### src/hdl/gpvd_pkg.sv
// ----------------------------------------------------------------------------
// gpvd_pkg
// Shared constants and types for the 3x3 grid peak/valley detector.
// ----------------------------------------------------------------------------
package gpvd_pkg;

    localparam int SAMPLE_BITS = 16;
    localparam int MAX_COLUMNS = 1024;
    localparam int MAX_ROWS    = 1024;
    localparam int COL_BITS    = $clog2(MAX_COLUMNS);
    localparam int CNT_BITS    = 11;   // counts up to 1024 and 0-based positions up to 1023
    localparam int PADDR_BITS  = 3;
    localparam int PDATA_BITS  = 32;

    // line store word: {upper, middle}
    localparam int LINE_BITS   = 2 * SAMPLE_BITS;

    // result queue
    localparam int FIFO_DEPTH     = 4;
    localparam int FIFO_PTR_BITS  = $clog2(FIFO_DEPTH);
    localparam int FIFO_CNT_BITS  = $clog2(FIFO_DEPTH + 1);

    // reset and clamp values of the count registers
    localparam logic [CNT_BITS-1:0] COUNT_RESET = CNT_BITS'(100);
    localparam logic [CNT_BITS-1:0] COUNT_MIN   = CNT_BITS'(3);
    localparam logic [CNT_BITS-1:0] ROWS_MAX    = CNT_BITS'(MAX_ROWS);
    localparam logic [CNT_BITS-1:0] COLS_MAX    = CNT_BITS'(MAX_COLUMNS);

    // register indexes (paddr[2])
    localparam logic REG_ROW_COUNT    = 1'b0;
    localparam logic REG_COLUMN_COUNT = 1'b1;

    // extremum kind codes
    localparam logic KIND_PEAK   = 1'b0;
    localparam logic KIND_VALLEY = 1'b1;

    typedef logic signed [SAMPLE_BITS-1:0] sample_t;

    // window test outcome
    typedef struct packed {
        logic found;
        logic kind;
    } ext_flags_t;

    // one result item
    typedef struct packed {
        logic                kind;
        logic [CNT_BITS-1:0] row;
        logic [CNT_BITS-1:0] col;
    } result_t;

endpackage

### src/hdl/gpvd_window.sv
// ----------------------------------------------------------------------------
// gpvd_window
// 3x3 sample window. Shifts in one column per item and tests the centre of
// the shifted window against its eight neighbours.
// ----------------------------------------------------------------------------
module gpvd_window (
    input  logic                 clk,
    input  logic                 load,
    input  gpvd_pkg::sample_t    upper,
    input  gpvd_pkg::sample_t    middle,
    input  gpvd_pkg::sample_t    sample,
    input  logic                 test_en,
    output gpvd_pkg::ext_flags_t flags
);

    // win_reg[row*3 + col], col 2 is the newest column
    gpvd_pkg::sample_t win_reg [9];
    gpvd_pkg::sample_t nbr [8];
    gpvd_pkg::sample_t centre;
    logic              above;
    logic              below;

    always_ff @(posedge clk)
    begin
        if (load)
        begin
            win_reg[0] <= win_reg[1];
            win_reg[1] <= win_reg[2];
            win_reg[2] <= upper;
            win_reg[3] <= win_reg[4];
            win_reg[4] <= win_reg[5];
            win_reg[5] <= middle;
            win_reg[6] <= win_reg[7];
            win_reg[7] <= win_reg[8];
            win_reg[8] <= sample;
        end
    end

    // neighbours of the window after this shift; centre is current col 2
    always_comb
    begin
        centre = win_reg[5];
        nbr[0] = win_reg[1];
        nbr[1] = win_reg[2];
        nbr[2] = upper;
        nbr[3] = win_reg[4];
        nbr[4] = middle;
        nbr[5] = win_reg[7];
        nbr[6] = win_reg[8];
        nbr[7] = sample;
        above  = 1'b1;
        below  = 1'b1;
        for (int k = 0; k < 8; k++)
        begin
            if (!(nbr[k] < centre))
            begin
                above = 1'b0;
            end
            if (!(nbr[k] > centre))
            begin
                below = 1'b0;
            end
        end
        flags.found = test_en && (above || below);
        flags.kind  = above ? gpvd_pkg::KIND_PEAK : gpvd_pkg::KIND_VALLEY;
    end

endmodule

### config.mk
export PLATFORM = sky130hd
export DESIGN_NAME = gpvd_window
export DESIGN_NICKNAME = d
export VERILOG_FILES = /design/src/hdl/gpvd_pkg.sv /design/src/hdl/gpvd_window.sv
export SDC_FILE = /design/constraint.sdc
export NUM_CORES = 1
export LEC_CHECK = 0
export BUFFER_PORTS_ARGS = -buffer_cell sky130_fd_sc_hd__buf_2
export CAP_MARGIN = 20
export CORE_MARGIN = 2
export CORE_UTILIZATION = 45
export DETAILED_ROUTE_END_ITERATION = 8
export PLACE_DENSITY = 0.66
export RECOVER_POWER = 100
export SYNTH_ARGS = -nofsm -noshare
export SYNTH_HDL_FRONTEND = slang
export SYNTH_SLANG_ARGS = --single-unit
### constraint.sdc
create_clock -name clk -period 2.7 [get_ports clk]
set_clock_uncertainty 0.1 [all_clocks]
set_input_delay 0.27 -clock clk [delete_from_list [all_inputs] [get_ports clk]]
set_output_delay 0.27 -clock clk [all_outputs]
set_load 0.05 [all_outputs]
==> metrics.cfg <==
[cts]
cts.path.max_buffers=2
cts_buffers=9
clock_tree.root_cell=clkbuf_16
h-tree-depth=3
clk_pin_slew_worst_paths_ns=0.07
insertion_delay_ns=0.35
cts_tree=done
cts_sinks=96

[power_and_ir_drop]
switchingPower_mw=1.15
switching_share_pct=29.1
p_leak_nw=3.09
p_comb_share_pct=23.4
power_density_nw_per_um2=540
p_int_mw=2.82
peakVddDrop_mv=0.317
p_clk_share_pct=30.5
pwr-share-seq_pct=46.1

[timing]
min_period_over_period_pct=124
tightest_slew_ns=1.18
rsz0062_at_grt=true
setup_viol=2
period_minus_slack_ns=3.36
clock.fmax_mhz=298
fin_hold_ws_ns=0.0129
fin_setup_tns_ns=-1.27
final_max_slew_viol_count=0
fin_ws_ns=-0.659
slew_headroom_pct=21.4
hold_viol=0

[place]
dpl.cell_count=740
place.gp.congestion=0.830
port_buffers=52
dp_hpwl_mm=11.0
dp_slack_ns=-0.833

[setup_path]
crit_path_end_kind=primary output
crit_type=reg2out
crit_chain=inv_2 > ha_1 > nand4_1 > buf_4 > nor4_1 > a2111oi_1 > nand4_1 > nor3_1 > nand3_1 > nor4_2 > a31o_2 > buf_6
crit_cells=12
critPathTopFamily=simple AND/OR/NAND/NOR gates
crit_path_frequent_cell=nand4_1
worstPathMaxFanout=6
rr_worst_depth=1
r2r_slack_ns=1.80
cpMaxStageDelayCell=edfxtp_1
arrival_ns=2.99
worstPathRequired_ns=2.33
startpoint_type=flop
cpPeakStageDelay_ns=0.41
worstPathBufferInverterCount=3

[synth]
ys_async_sr_fraction_pct=0
synth_top_family_by_area=adder cells
synth-main-ff-cell=edfxtp_1
synth_compound_area_share_pct=10.6
synth-simple-area-share_pct=9.17
synth-xor-area-share_pct=0
yosys-mux-area-fraction_pct=0.904
synth_common_cells=ha_1, edfxtp_1, a21oi_1
yosysMostFrequentCell=ha_1
synth_seq_cells=96
ys_types=37
synth_nets=635
synth_area_um2=5820
synthAdderAreaFrac_pct=27.5
synth.largest_area_cell=edfxtp_1
yosysTopAreaCellShare_pct=49.6
synth_edf_count=96
ys.warnings.count=0
synth_cells=456
ys_seq_area_share_pct=49.6
synth_area_leaders=edfxtp_1, ha_1, a21oi_1
postSynthAreaPerCell_um2=12.8

[worst_hold_path]
hp-class=in2reg
holdPathStages=1

[finish]
n_antenna_cell=0
drive_above_1_share_pct=23.0
utilization_pct=58.3
nets=775
final_cells=773
area_growth_pct=26.5
largest_reg_flops=96

[global_route]
grt_pass1_wl_mm=22.5
grt_usage_pct=21.0
grt_pass1_vias=4397
antenna_found_initial=0
grt_max_degree=54
grt_overflow_total=0

[detailed_routing]
vias_per_cell=5.57
antenna_left=0
routedWlPerCell_um=18.5
drt_first_iter_violations=241
finalWirelength_mm=14.3
drc=0
num_vias=4304
dr.pass1.iters=4

[outcome]
status=complete, but fails checks
violations=setup timing

[die]
core_area_um2=12600
design.die.area_um2=13800
chipWidth_um=118
start_util_pct=46.1
fp.dieH_um=118
fp-row-count=41
io_pins=53

[run]
cap_violations=0

[cell type report]
class                      instances  area [µm²]
clock buffer                       9         225
sequential                        96        2880
inverter                          34         153
clock inverter                     7        48.8
timing repair buffer             129         828
tap                              172         215
multi-input combinational        326        3000
fill                            1063        5260
[layout by cell type, fill, tap and decap left out, types with 7 or more instances in the layout]
master         instances
clkbuf_16              9
inv_4                 10
inv_1                 20
edfxtp_1              96
nand3_1                9
buf_2                  7
dlygate4sd3_1          7
nor2_1                13
a21oi_1               36
buf_4                 67
nand4_1               28
a211oi_1               7
a21o_1                11
clkbuf_1              42
nand2_1               17
ha_1                 125
o211ai_1              10
[cells by family (layout without fill, tap and decap cells)]
| logic type | after synthesis | after routing |
|---|---|---|
| AND/OR/NAND/NOR | 97 | 97 |
| adder cells (fa/ha/maj) | 128 | 128 |
| flip-flops | 96 | 96 |
| buffers and inverters | 34 | 179 |
| AO/OA/AOI/OAI | 96 | 96 |
| multiplexers | 5 | 5 |
[repair_timing]
item,CTS,global route
pin swaps,10,6
setup endpoints to repair,2,2
endpoints found under the hold margin,7,0
hold buffers,7,0
buffers inserted,6,4
gates resized for setup,39,14
[power by group through the flow]
| stage | clock (mW) | sequential, mW | combinational (mW) |
|---|---|---|---|
| after global routing | 1.29 | 1.84 | 1.04 |
| after floorplan | 0 | 1.84 | 0.467 |
| after detailed placement | 0 | 1.86 | 0.844 |
| after global placement | 0 | 1.85 | 0.808 |
| after CTS | 1.23 | 1.83 | 0.907 |
| final | 1.21 | 1.83 | 0.929 |
[path summary, 6_finish.rpt]
| check | startpoint | to |
|---|---|---|
| max | win_reg[0][86] | flags[1] |
| min | middle[2] | win_reg[0][82] |
| max reg2reg | win_reg[0][86] | win_reg[0][70] |
| min reg2reg | win_reg[0][83] | win_reg[0][67] |
[per-stage QoR]
step	area, µm²	total power [mW]
after floorplan	5850	2.30
after global placement	6810	2.66
after detailed placement	6810	2.70
after CTS	7330	3.96
after global routing	7360	4.17
final	7360	3.97
[metal layers]
metal / part of all wire, % / wire length, µm / vias up / GRT usage [%]
met5: 0 / 0 / - / 0
met4: 2.0 / 284 / 0 / 7.98
met3: 4.5 / 642 / 18 / 3.44
met2: 48 / 6860 / 96 / 34.9
met1: 45 / 6480 / 2075 / 27.7
li1: - / - / 2115 / -
Note: power is estimated with default switching activity, not from simulation.
