===== src/hdl/gpvd_pkg.sv =====
// ----------------------------------------------------------------------------
// gpvd_pkg
// Shared constants and types for the 3x3 grid peak/valley detector.
// ----------------------------------------------------------------------------
package gpvd_pkg;

    localparam int SAMPLE_BITS = 16;
    localparam int MAX_COLUMNS = 1024;
    localparam int MAX_ROWS    = 1024;
    localparam int COL_BITS    = $clog2(MAX_COLUMNS);
    localparam int CNT_BITS    = 11;   // counts up to 1024 and 0-based positions up to 1023
    localparam int PADDR_BITS  = 3;
    localparam int PDATA_BITS  = 32;

    // line store word: {upper, middle}
    localparam int LINE_BITS   = 2 * SAMPLE_BITS;

    // result queue
    localparam int FIFO_DEPTH     = 4;
    localparam int FIFO_PTR_BITS  = $clog2(FIFO_DEPTH);
    localparam int FIFO_CNT_BITS  = $clog2(FIFO_DEPTH + 1);

    // reset and clamp values of the count registers
    localparam logic [CNT_BITS-1:0] COUNT_RESET = CNT_BITS'(100);
    localparam logic [CNT_BITS-1:0] COUNT_MIN   = CNT_BITS'(3);
    localparam logic [CNT_BITS-1:0] ROWS_MAX    = CNT_BITS'(MAX_ROWS);
    localparam logic [CNT_BITS-1:0] COLS_MAX    = CNT_BITS'(MAX_COLUMNS);

    // register indexes (paddr[2])
    localparam logic REG_ROW_COUNT    = 1'b0;
    localparam logic REG_COLUMN_COUNT = 1'b1;

    // extremum kind codes
    localparam logic KIND_PEAK   = 1'b0;
    localparam logic KIND_VALLEY = 1'b1;

    typedef logic signed [SAMPLE_BITS-1:0] sample_t;

    // window test outcome
    typedef struct packed {
        logic found;
        logic kind;
    } ext_flags_t;

    // one result item
    typedef struct packed {
        logic                kind;
        logic [CNT_BITS-1:0] row;
        logic [CNT_BITS-1:0] col;
    } result_t;

endpackage


===== src/hdl/gpvd_out_fifo.sv =====
// ----------------------------------------------------------------------------
// gpvd_out_fifo
// Small result queue between the detector pipeline and the output channel.
// ----------------------------------------------------------------------------
module gpvd_out_fifo (
    input  logic                               clk,
    input  logic                               rst_n,
    input  logic                               push,
    input  gpvd_pkg::result_t                  push_data,
    input  logic                               pop,
    output gpvd_pkg::result_t                  head,
    output logic [gpvd_pkg::FIFO_CNT_BITS-1:0] count
);

    gpvd_pkg::result_t                  entry_reg [gpvd_pkg::FIFO_DEPTH];
    logic [gpvd_pkg::FIFO_PTR_BITS-1:0] wr_ptr_reg, wr_ptr_next;
    logic [gpvd_pkg::FIFO_PTR_BITS-1:0] rd_ptr_reg, rd_ptr_next;
    logic [gpvd_pkg::FIFO_CNT_BITS-1:0] count_reg,  count_next;

    always_comb
    begin
        wr_ptr_next = push ? wr_ptr_reg + 1'b1 : wr_ptr_reg;
        rd_ptr_next = pop  ? rd_ptr_reg + 1'b1 : rd_ptr_reg;
        count_next  = count_reg + gpvd_pkg::FIFO_CNT_BITS'(push)
                                - gpvd_pkg::FIFO_CNT_BITS'(pop);
    end

    always_ff @(posedge clk or negedge rst_n)
    begin
        if (!rst_n)
        begin
            wr_ptr_reg <= '0;
            rd_ptr_reg <= '0;
            count_reg  <= '0;
        end
        else
        begin
            wr_ptr_reg <= wr_ptr_next;
            rd_ptr_reg <= rd_ptr_next;
            count_reg  <= count_next;
        end
    end

    always_ff @(posedge clk)
    begin
        if (push)
        begin
            entry_reg[wr_ptr_reg] <= push_data;
        end
    end

    assign head  = entry_reg[rd_ptr_reg];
    assign count = count_reg;

endmodule

===== config.mk =====
export PLATFORM = sky130hd
export DESIGN_NAME = gpvd_out_fifo
export DESIGN_NICKNAME = d
export VERILOG_FILES = /design/src/hdl/gpvd_pkg.sv /design/src/hdl/gpvd_out_fifo.sv
export SDC_FILE = /design/constraint.sdc
export NUM_CORES = 1
export LEC_CHECK = 0
export ABC_AREA = 1
export BUFFER_PORTS_ARGS = -buffer_cell sky130_fd_sc_hd__buf_2
export CAP_MARGIN = 20
export CORE_MARGIN = 2
export CORE_UTILIZATION = 60
export CTS_BUF_LIST = sky130_fd_sc_hd__clkbuf_8
export DETAILED_ROUTE_END_ITERATION = 8
export PLACE_DENSITY = 0.82
export SLEW_MARGIN = 10
export SYNTH_ARGS = -nofsm -noshare
export SYNTH_HDL_FRONTEND = slang
export SYNTH_SLANG_ARGS = --single-unit

===== constraint.sdc =====
create_clock -name clk -period 3 [get_ports clk]
set_clock_uncertainty 0.15 [all_clocks]
set_input_delay 0.6 -clock clk [delete_from_list [all_inputs] [get_ports clk]]
set_output_delay 0.6 -clock clk [all_outputs]
set_load 0.05 [all_outputs]

==> impl_metrics.json, run 1 <==
{
  "cp.required_ns": 2.25,
  "rsz0062_at_grt": "no",
  "grt_util_all_layers_pct": 21.0,
  "met1_length_um": 3100,
  "yosysWarnings": 0,
  "synth_nets": 437,
  "synthSimpleGateAreaFrac_pct": 16.7,
  "post-route-period-util_pct": 85.0,
  "drt_iter0_markers": 152,
  "synth_top_family_by_area": "simple AND/OR/NAND/NOR gates",
  "drive_gt1_share_pct": 16.9,
  "largest_reg_flops": 92,
  "max_freq_mhz": 392,
  "dp_hpwl_um": 4860,
  "status": "finished clean",
  "drc": 0,
  "cts_sinks": 99,
  "slew_violations": 0,
  "worstPathArrival_ns": 1.80,
  "hold_viol": 0,
  "grt_max_degree": 49,
  "finalWorstSetupSlack_ns": 0.451,
  "synth-compound-area-share_pct": 0.118,
  "maxCapViolations": 0,
  "layout.cells.non_filler": 563,
  "dieHeight_um": 88.2,
  "netlist_area_um2": 4250,
  "cp_max_fo": 15,
  "fin_total_pwr_mw": 5.39,
  "clockBufferDepth": 2,
  "yosys_register_bits": 99,
  "vias": 2746,
  "synthCells": 403,
  "multi_input_area_um2": 835,
  "worst_pin_slew_ns": 0.597,
  "nNetsFinal": 496,
  "power.density_nw_per_um2": 1100,
  "antenna_found_initial": 0,
  "maxSlewHeadroom_pct": 60.1,
  "io_buffers": 52,
  "synthMuxAreaShare_pct": 0,
  "ctsRootBufferMaster": "clkbuf_8",
  "grt_pass1_wl_um": 11800,
  "synth_fa_ha_area_share_pct": 2.24,
  "cp-start-kind": "flop",
  "ys_types": 14,
  "wl_met3_um": 379,
  "area_growth_pct": 15.0,
  "die_x_um": 88.2,
  "fill_cells": 508,
  "final_cell_mix": "nand2_1 (126), inv_1 (105), edfxtp_1 (92)",
  "clk-insertion-delay-late_ns": 0.36,
  "worst_ir_drop_vdd_mv": 0.588,
  "met2_length_um": 3930,
  "die_area_um2": 7770,
  "cts_made_buffers": 9,
  "fin_tns_setup_ns": 0,
  "cts_setup_buffers": 0,
  "min_period_ns": 2.55,
  "ios": 53,
  "hold_class": "in2reg",
  "initial_utilization_pct": 62.2,
  "coreArea_um2": 6830,
  "dp_worst_setup_slack_ns": 0.851,
  "leakage_nw": 2.37,
  "drt_wl_total_um": 7610,
  "top_layer_used": "met4",
  "synth-seq-area-share_pct": 69.1,
  "gp_congestion": 0.748,
  "first_global_vias": 2486,
  "dr.pass1.iters": 4,
  "synth.avg_cell_area_um2": 10.5,
  "worstSetupEndpointType": "output pin",
  "htreeDepth": 3,
  "regArea_um2": 2940,
  "wire_per_inst_um": 13.5,
  "rows": 30,
  "cts-resized-gates": 0,
  "path_class": "reg2out",
  "diodes": 0,
  "clkSlewWorstSetupHoldPaths_ns": 0.09,
  "dp_cells": 546,
  "layout_commonest_cell": "nand2_1",
  "avgViaCountPerCell": 4.88,
  "grt_overflow": 0,
  "synthXorXnorAreaFrac_pct": 0.618,
  "whs_ns": 0.294,
  "ant_nets": 0,
  "cts_tree": "built",
  "setup_violations": 0
}
==> routing by layer <==
layer  GRT usage, %  up-vias
li1               -     1362
met1           25.1     1290
met2           36.6       76
met3           3.77       18
met4           10.3        0
met5              0        -
==> power breakdown <==
part / internal [mW] / switching, mW
sequential: 1.82 / 0.0826
combinational: 0.576 / 1.91
clock: 0.559 / 0.447
==> final timing paths <==
check,start,slack (ns),to,cells past startpoint
hold reg to reg,count[1],0.37,count[2],2
setup reg to reg,wr_ptr_reg[0],1.17,entry_reg[3][22],4
hold / removal,push_data[13],0.29,entry_reg[3][13],1
max in group asynchronous,rst_n,2.08,rd_ptr_reg[0],2
setup / recovery,rd_ptr_reg[1],0.45,head[2],5
min in group asynchronous,rst_n,0.44,count[0],2
==> final cells by class <==
| class | count | area share, % |
|---|---|---|
| inverter | 106 | 8.14 |
| clock buffer | 9 | 2.53 |
| clock inverter | 7 | 2.48 |
| multi-input combinational | 184 | 17.1 |
| sequential | 99 | 60.1 |
| tap | 96 | 2.46 |
| timing repair buffer | 62 | 7.17 |
==> cells in the mapped netlist, drive strengths merged <==
cell type  instances  area share, %
buf               13            1.8
clkbuf             1          0.088
dfrtp              7            4.1
edfxtp            92             65
fa                 1           0.47
ha                 6            1.8
inv              106            9.4
nand2            126             11
nand3             47            5.5
o21ai              1           0.12
xor2               3           0.62
==> logic make-up (layout without fill, tap and decap cells) <==
logic type,Yosys count,in the layout
flip-flops,99,99
XOR/XNOR,3,3
AND/OR/NAND/NOR,173,173
buffers and inverters,120,184
adder cells (fa/ha/maj),7,7
AO/OA/AOI/OAI,1,1
==> worst max-delay path: stages, from the launching register on <==
cell and delay [ns]:
dfrtp_1 0.39, inv_1 0.27, buf_4 0.31, nand3_1 0.12, nand2_1 0.09, buf_2 0.26
==> through the flow <==
step / util [%] / cell area (um^2)
after detailed placement: 67.8 / 4630
final: 71.5 / 4890
after global routing: 71.5 / 4890
after CTS: 71.5 / 4890
after floorplan: - / 4250
after global placement: 67.8 / 4630
==> timing repair <==
item	in CTS	in global routing
setup endpoints to repair	0	0
hold buffers	1	0
hold endpoints to repair	7	0
Power figures use the tool's default switching activity.
==> run 2: changes to the inputs <==
Settings changed: ABC_AREA 1 to 0, CORE_UTILIZATION 60 to 53, PLACE_DENSITY 0.82 to 0.78.
Clock period 3 ns to 2.1 ns, I/O delays scaled along.
==> impl_metrics.json, run 2 <==
{
  "status": "finished, violations left",
  "violations": "setup timing",
  "diodes": 0,
  "maxSlewHeadroom_pct": 82.2,
  "worstSetupEndpointType": "output pin",
  "ios": 53,
  "power.density_nw_per_um2": 1610,
  "post-route-period-util_pct": 109,
  "min_period_ns": 2.29,
  "cp_max_fo": 5,
  "grt_util_all_layers_pct": 17.5,
  "drt_iter0_markers": 67,
  "drt_wl_total_um": 6280,
  "synth-seq-area-share_pct": 78.6,
  "min_path_cells": 1,
  "rsz0062_at_grt": "yes",
  "nNetsFinal": 259,
  "synthTopCellsByArea": "edfxtp_1 (74%), mux4_2 (11%), dfrtp_1 (4.7%), mux4_1 (3.5%), ha_1 (2.0%)",
  "synth_nets": 187,
  "dr.pass1.iters": 4,
  "yosysMostFrequentCell": "edfxtp_1",
  "layout.cells.non_filler": 326,
  "synthTopCellsByCount": "edfxtp_1 (92), mux4_2 (18), dfrtp_1 (7), ha_1 (6), inv_1 (6)",
  "initial_utilization_pct": 55.0,
  "dp_worst_setup_slack_ns": 0.0999,
  "hold_viol": 0,
  "die_area_um2": 7740,
  "worstPathArrival_ns": 1.72,
  "synth.avg_cell_area_um2": 24.4,
  "setup_violations": 23,
  "path_class": "reg2out",
  "synthArstFlopShare_pct": 7.07,
  "worst_pin_slew_ns": 0.267,
  "max_freq_mhz": 437,
  "drc": 0,
  "grt_overflow": 0,
  "drive_gt1_share_pct": 44.8,
  "dp_cells": 305,
  "clockBufferDepth": 2,
  "area_growth_pct": 22.9,
  "endpoint": "head[18]",
  "wire_per_inst_um": 19.3,
  "rows": 30,
  "gp_congestion": 0.709,
  "dp_hpwl_um": 3780,
  "grt_pass1_wl_um": 9450,
  "synth_edf_count": 92,
  "cp.required_ns": 1.53,
  "synthCells": 153,
  "cts_tree": "built",
  "avgViaCountPerCell": 5.28,
  "fin_util_pct": 67.7,
  "netlist_area_um2": 3740,
  "slew_violations": 0,
  "reg2reg_from": "count[0]",
  "synthDominantCellAreaShare_pct": 73.9,
  "layout_commonest_cell": "edfxtp_1",
  "ys_types": 15,
  "htreeDepth": 3,
  "leakage_nw": 1.66,
  "worst_ir_drop_vdd_mv": 1.24,
  "path_cells": "buf_12, buf_16, mux4_2, buf_8",
  "die_x_um": 88,
  "maxCapViolations": 0,
  "dieHeight_um": 88,
  "clkSlewWorstSetupHoldPaths_ns": 0.09,
  "synth_top_flop_cell": "edfxtp_1",
  "vias": 1721,
  "regToRegEndpoint": "count[2]",
  "synth_top_area_cell": "edfxtp_1",
  "cts_sinks": 99,
  "coreArea_um2": 6790,
  "cp-start-kind": "flop",
  "grt_max_degree": 22,
  "hold_class": "in2reg",
  "yosys_register_bits": 99,
  "cts_made_buffers": 9,
  "cp_slowest_cell": "mux4_2",
  "reg2reg_depth": 7,
  "first_global_vias": 1815,
  "antenna_found_initial": 0,
  "largest_reg_flops": 92,
  "crit_path_start": "rd_ptr_reg[0]",
  "yosysWarnings": 0,
  "r2r_setup_slack_ns": 0.28,
  "final_cell_mix": "edfxtp_1 (92), buf_2 (29), mux4_2 (23)",
  "clk-insertion-delay-late_ns": 0.35,
  "cpPeakStageDelay_ns": 0.52,
  "ctsRootBufferMaster": "clkbuf_8",
  "finalWorstSetupSlack_ns": -0.191,
  "ant_nets": 0,
  "io_buffers": 52
}
run 2: cell types whose count changed after synthesis, moves of 4 or more:
cell | previous run | this run
mux4_1 | 0 | 5
inv_1 | 105 | 6
nand3_1 | 47 | 0
and2_1 | 0 | 4
nand2_1 | 126 | 2
mux4_2 | 0 | 18
buf_2 | 10 | 3
run 2: power breakdown:
group	switching, mW	leakage (nW)	internal (mW)
registers	0.133	0.926	2.60
clock network	0.595	0.103	0.538
logic	2.06	0.630	1.49
run 2: cells by family after synthesis:
group	share of synthesized area, %
XOR/XNOR	1.17
multiplexers	14.4
adder cells (fa/ha/maj)	2.54
buffers and inverters	2.38
AND/OR/NAND/NOR	0.870
flip-flops	78.6
AO/OA/AOI/OAI	0.134
run 2: critical path: cells and delay by family, from the launching register on:
family / cells / cell delay [ns]
buffers and inverters: 3 / 0.42
DFF: 1 / 0.41
muxes: 1 / 0.52
run 2: final cells by class:
cell class | instances | area (um^2)
Clock buffer | 9 | 124
Clock inverter | 7 | 62.6
Fill cell | 430 | 2200
Inverter | 6 | 22.5
Multi-Input combinational cell | 42 | 694
Sequential cell | 99 | 2940
Tap cell | 96 | 120
Timing Repair Buffer | 67 | 634
run 2: stage by stage:
stage	power (mW)	hold slack (ns)	TNS (ns)	instance area (um^2)
3_3_place_gp	5.60	0.107	0	4180
6_report	7.41	0.128	-3.38	4600
5_1_grt	7.72	0.106	-4.92	4600
2_1_floorplan	5.01	-0.0256	0	3740
3_5_place_dp	5.66	0.107	0	4180
4_1_cts	7.48	0.111	-4.41	4600
run 2: repair_timing:
action	4_1_cts	5_1_grt
pin swaps	0	0
hold buffers	1	0
gates cloned	2	1
endpoints found under the hold margin	7	0
gates resized for setup	56	2
setup endpoints to repair	23	23
buffers inserted	3	0
run 2: worst min-delay path by stage:
stage / startpoint / endpoint / slack [ns]
final: push_data[18] / entry_reg[3][18] / 0.13
after global routing: push_data[18] / entry_reg[3][18] / 0.11
after floorplan: rst_n / count[0] / -0.03
after detailed placement: rst_n / count[0] / 0.11
after CTS: push_data[18] / entry_reg[3][18] / 0.11
after global placement: rst_n / count[0] / 0.11
run 2: per-layer routing:
layer | GRT usage, % | vias up | part of all wire, %
li1 | - | 769 | -
met1 | 22.5 | 877 | 41
met4 | 5.03 | 0 | 1.0
met3 | 5.66 | 7 | 5.5
met2 | 29.1 | 68 | 52
met5 | 0 | - | 0
==> run 3: changes to the inputs <==
--- a/constraint.sdc
+++ b/constraint.sdc
@@ -3,3 +3,3 @@
 set_input_delay 0.42 -clock clk [delete_from_list [all_inputs] [get_ports clk]]
 set_output_delay 0.42 -clock clk [all_outputs]
-set_load 0.05 [all_outputs]
+set_load 0.01 [all_outputs]
==> impl_metrics.json, run 3 (synthesis results as in run 2) <==
{
  "slew_violations": 0,
  "worst_ir_drop_vdd_mv": 0.671,
  "ant_nets": 0,
  "vias": 1688,
  "setup_violations": 23,
  "maxSlewHeadroom_pct": 81.6,
  "ctsRootBufferMaster": "clkbuf_8",
  "rows": 30,
  "grt_overflow": 0,
  "hold_viol": 0,
  "clkSlewWorstSetupHoldPaths_ns": 0.08,
  "dp_hpwl_um": 3780,
  "final_cell_mix": "edfxtp_1 (92), buf_2 (41), mux4_2 (23)",
  "nNetsFinal": 263,
  "die_x_um": 88,
  "cts_tree": "built",
  "violations": "setup timing",
  "p_comb_share_pct": 35.3,
  "gp_congestion": 0.700,
  "cp_max_fo": 5,
  "io_buffers": 52,
  "maxCapViolations": 0,
  "finalWorstSetupSlack_ns": -0.137,
  "max_freq_mhz": 447,
  "antenna_found_initial": 0,
  "cp.required_ns": 1.53,
  "p_sw_share_pct": 28.1,
  "cts_made_buffers": 9,
  "grt_pass1_wl_um": 8760,
  "layout_commonest_cell": "edfxtp_1",
  "coreArea_um2": 6790,
  "dp_worst_setup_slack_ns": 0.0907,
  "power.switching_mw": 1.70,
  "hold_class": "in2reg",
  "clockPowerShare_pct": 19.5,
  "fin_util_pct": 65.8,
  "diodes": 0,
  "fill_cells": 445,
  "dieHeight_um": 88,
  "worstPathArrival_ns": 1.67,
  "drt_wl_total_um": 5800,
  "htreeDepth": 3,
  "grt_util_all_layers_pct": 16.3,
  "grt_max_degree": 20,
  "clockBufferDepth": 2,
  "leakage_nw": 1.63,
  "min_period_ns": 2.24,
  "wire_per_inst_um": 17.6,
  "die_area_um2": 7740,
  "drive_gt1_share_pct": 46.2,
  "first_global_vias": 1799,
  "power.density_nw_per_um2": 1350,
  "dr.pass1.iters": 4,
  "p_int_mw": 4.33,
  "drt_iter0_markers": 47,
  "rsz0062_at_grt": "yes",
  "largest_reg_flops": 92,
  "power_frac_seq_pct": 45.2,
  "worstSetupEndpointType": "output pin",
  "initial_utilization_pct": 55.0,
  "clk-insertion-delay-late_ns": 0.34,
  "cp-start-kind": "flop",
  "path_class": "reg2out",
  "worst_pin_slew_ns": 0.276,
  "status": "finished, violations left",
  "drc": 0,
  "area_growth_pct": 19.6,
  "cts_sinks": 99,
  "ios": 53,
  "r2r_setup_slack_ns": 0.27,
  "avgViaCountPerCell": 5.12,
  "post-route-period-util_pct": 107
}
[run 3: changes by cell type in the layout (fill, tap and decap cells not counted)]
cell and change:
clkinvlp_4 -1, buf_4 +8, buf_2 +12, clkinv_4 +1, buf_6 -7, buf_16 -1, inv_1 -1, clkbuf_8 +1
buf_12 -4, buf_8 -3, clkbuf_16 -1
[run 3: worst paths after layout]
kind,from,end,cells past startpoint
worst max-delay path,rd_ptr_reg[0],head[0],4
worst min-delay path,pop,rd_ptr_reg[0],2
worst max register to register,count[0],count[2],7
worst min register to register,wr_ptr_reg[0],wr_ptr_reg[0],1
max in group asynchronous,rst_n,rd_ptr_reg[0],2
min in group asynchronous,rst_n,count[2],2
[run 3: power by group through the flow]
stage | logic (mW) | registers (mW) | clock network (mW)
finish | 2.13 | 2.72 | 1.17
global placement | 1.82 | 2.76 | 0
CTS | 2.03 | 2.73 | 1.22
floorplan | 1.27 | 2.73 | 0
detailed placement | 1.85 | 2.78 | 0
global route | 2.31 | 2.76 | 1.29
[run 3: layout make-up]
type	instances	area (um^2)	share of cell area (%)
Sequential cell	99	2940	65.7
Multi-Input combinational cell	42	694	15.5
Timing Repair Buffer	71	498	11.1
Clock buffer	10	138	3.08
Tap cell	96	120	2.69
Clock inverter	6	60.1	1.34
Inverter	6	22.5	0.504
[run 3: repair_timing]
item                                    CTS  global route
hold buffers                              1             0
hold endpoints to repair                  7             0
resized for setup                        10             9
setup buffers                             3             2
endpoints found under the setup margin   23            23
[run 3: worst max-delay path, cell delays in order (launching register included)]
cell     delay [ns]
dfrtp_2        0.45
buf_4          0.14
buf_6          0.09
mux4_2         0.50
buf_6          0.14
[run 3: through the flow]
step	power (mW)	TNS, ns	std cells	hold WS, ns	area [um^2]
final	6.03	-2.26	330	0.126	4470
after global routing	6.36	-4.09	330	0.107	4470
after CTS	5.97	-2.93	328	0.0982	4420
after detailed placement	4.63	0	308	0.123	4170
after global placement	4.58	0	308	0.111	4170
after floorplan	4.00	0	153	-0.0256	3740
[run 3: routing by layer]
layer | vias up | part of all wire, % | global-route usage (%)
met1 | 865 | 40 | 18.3
met5 | - | 0 | 0
met4 | 0 | 0.57 | 5.45
met3 | 2 | 5.0 | 6.41
li1 | 775 | - | -
met2 | 46 | 54 | 28.5
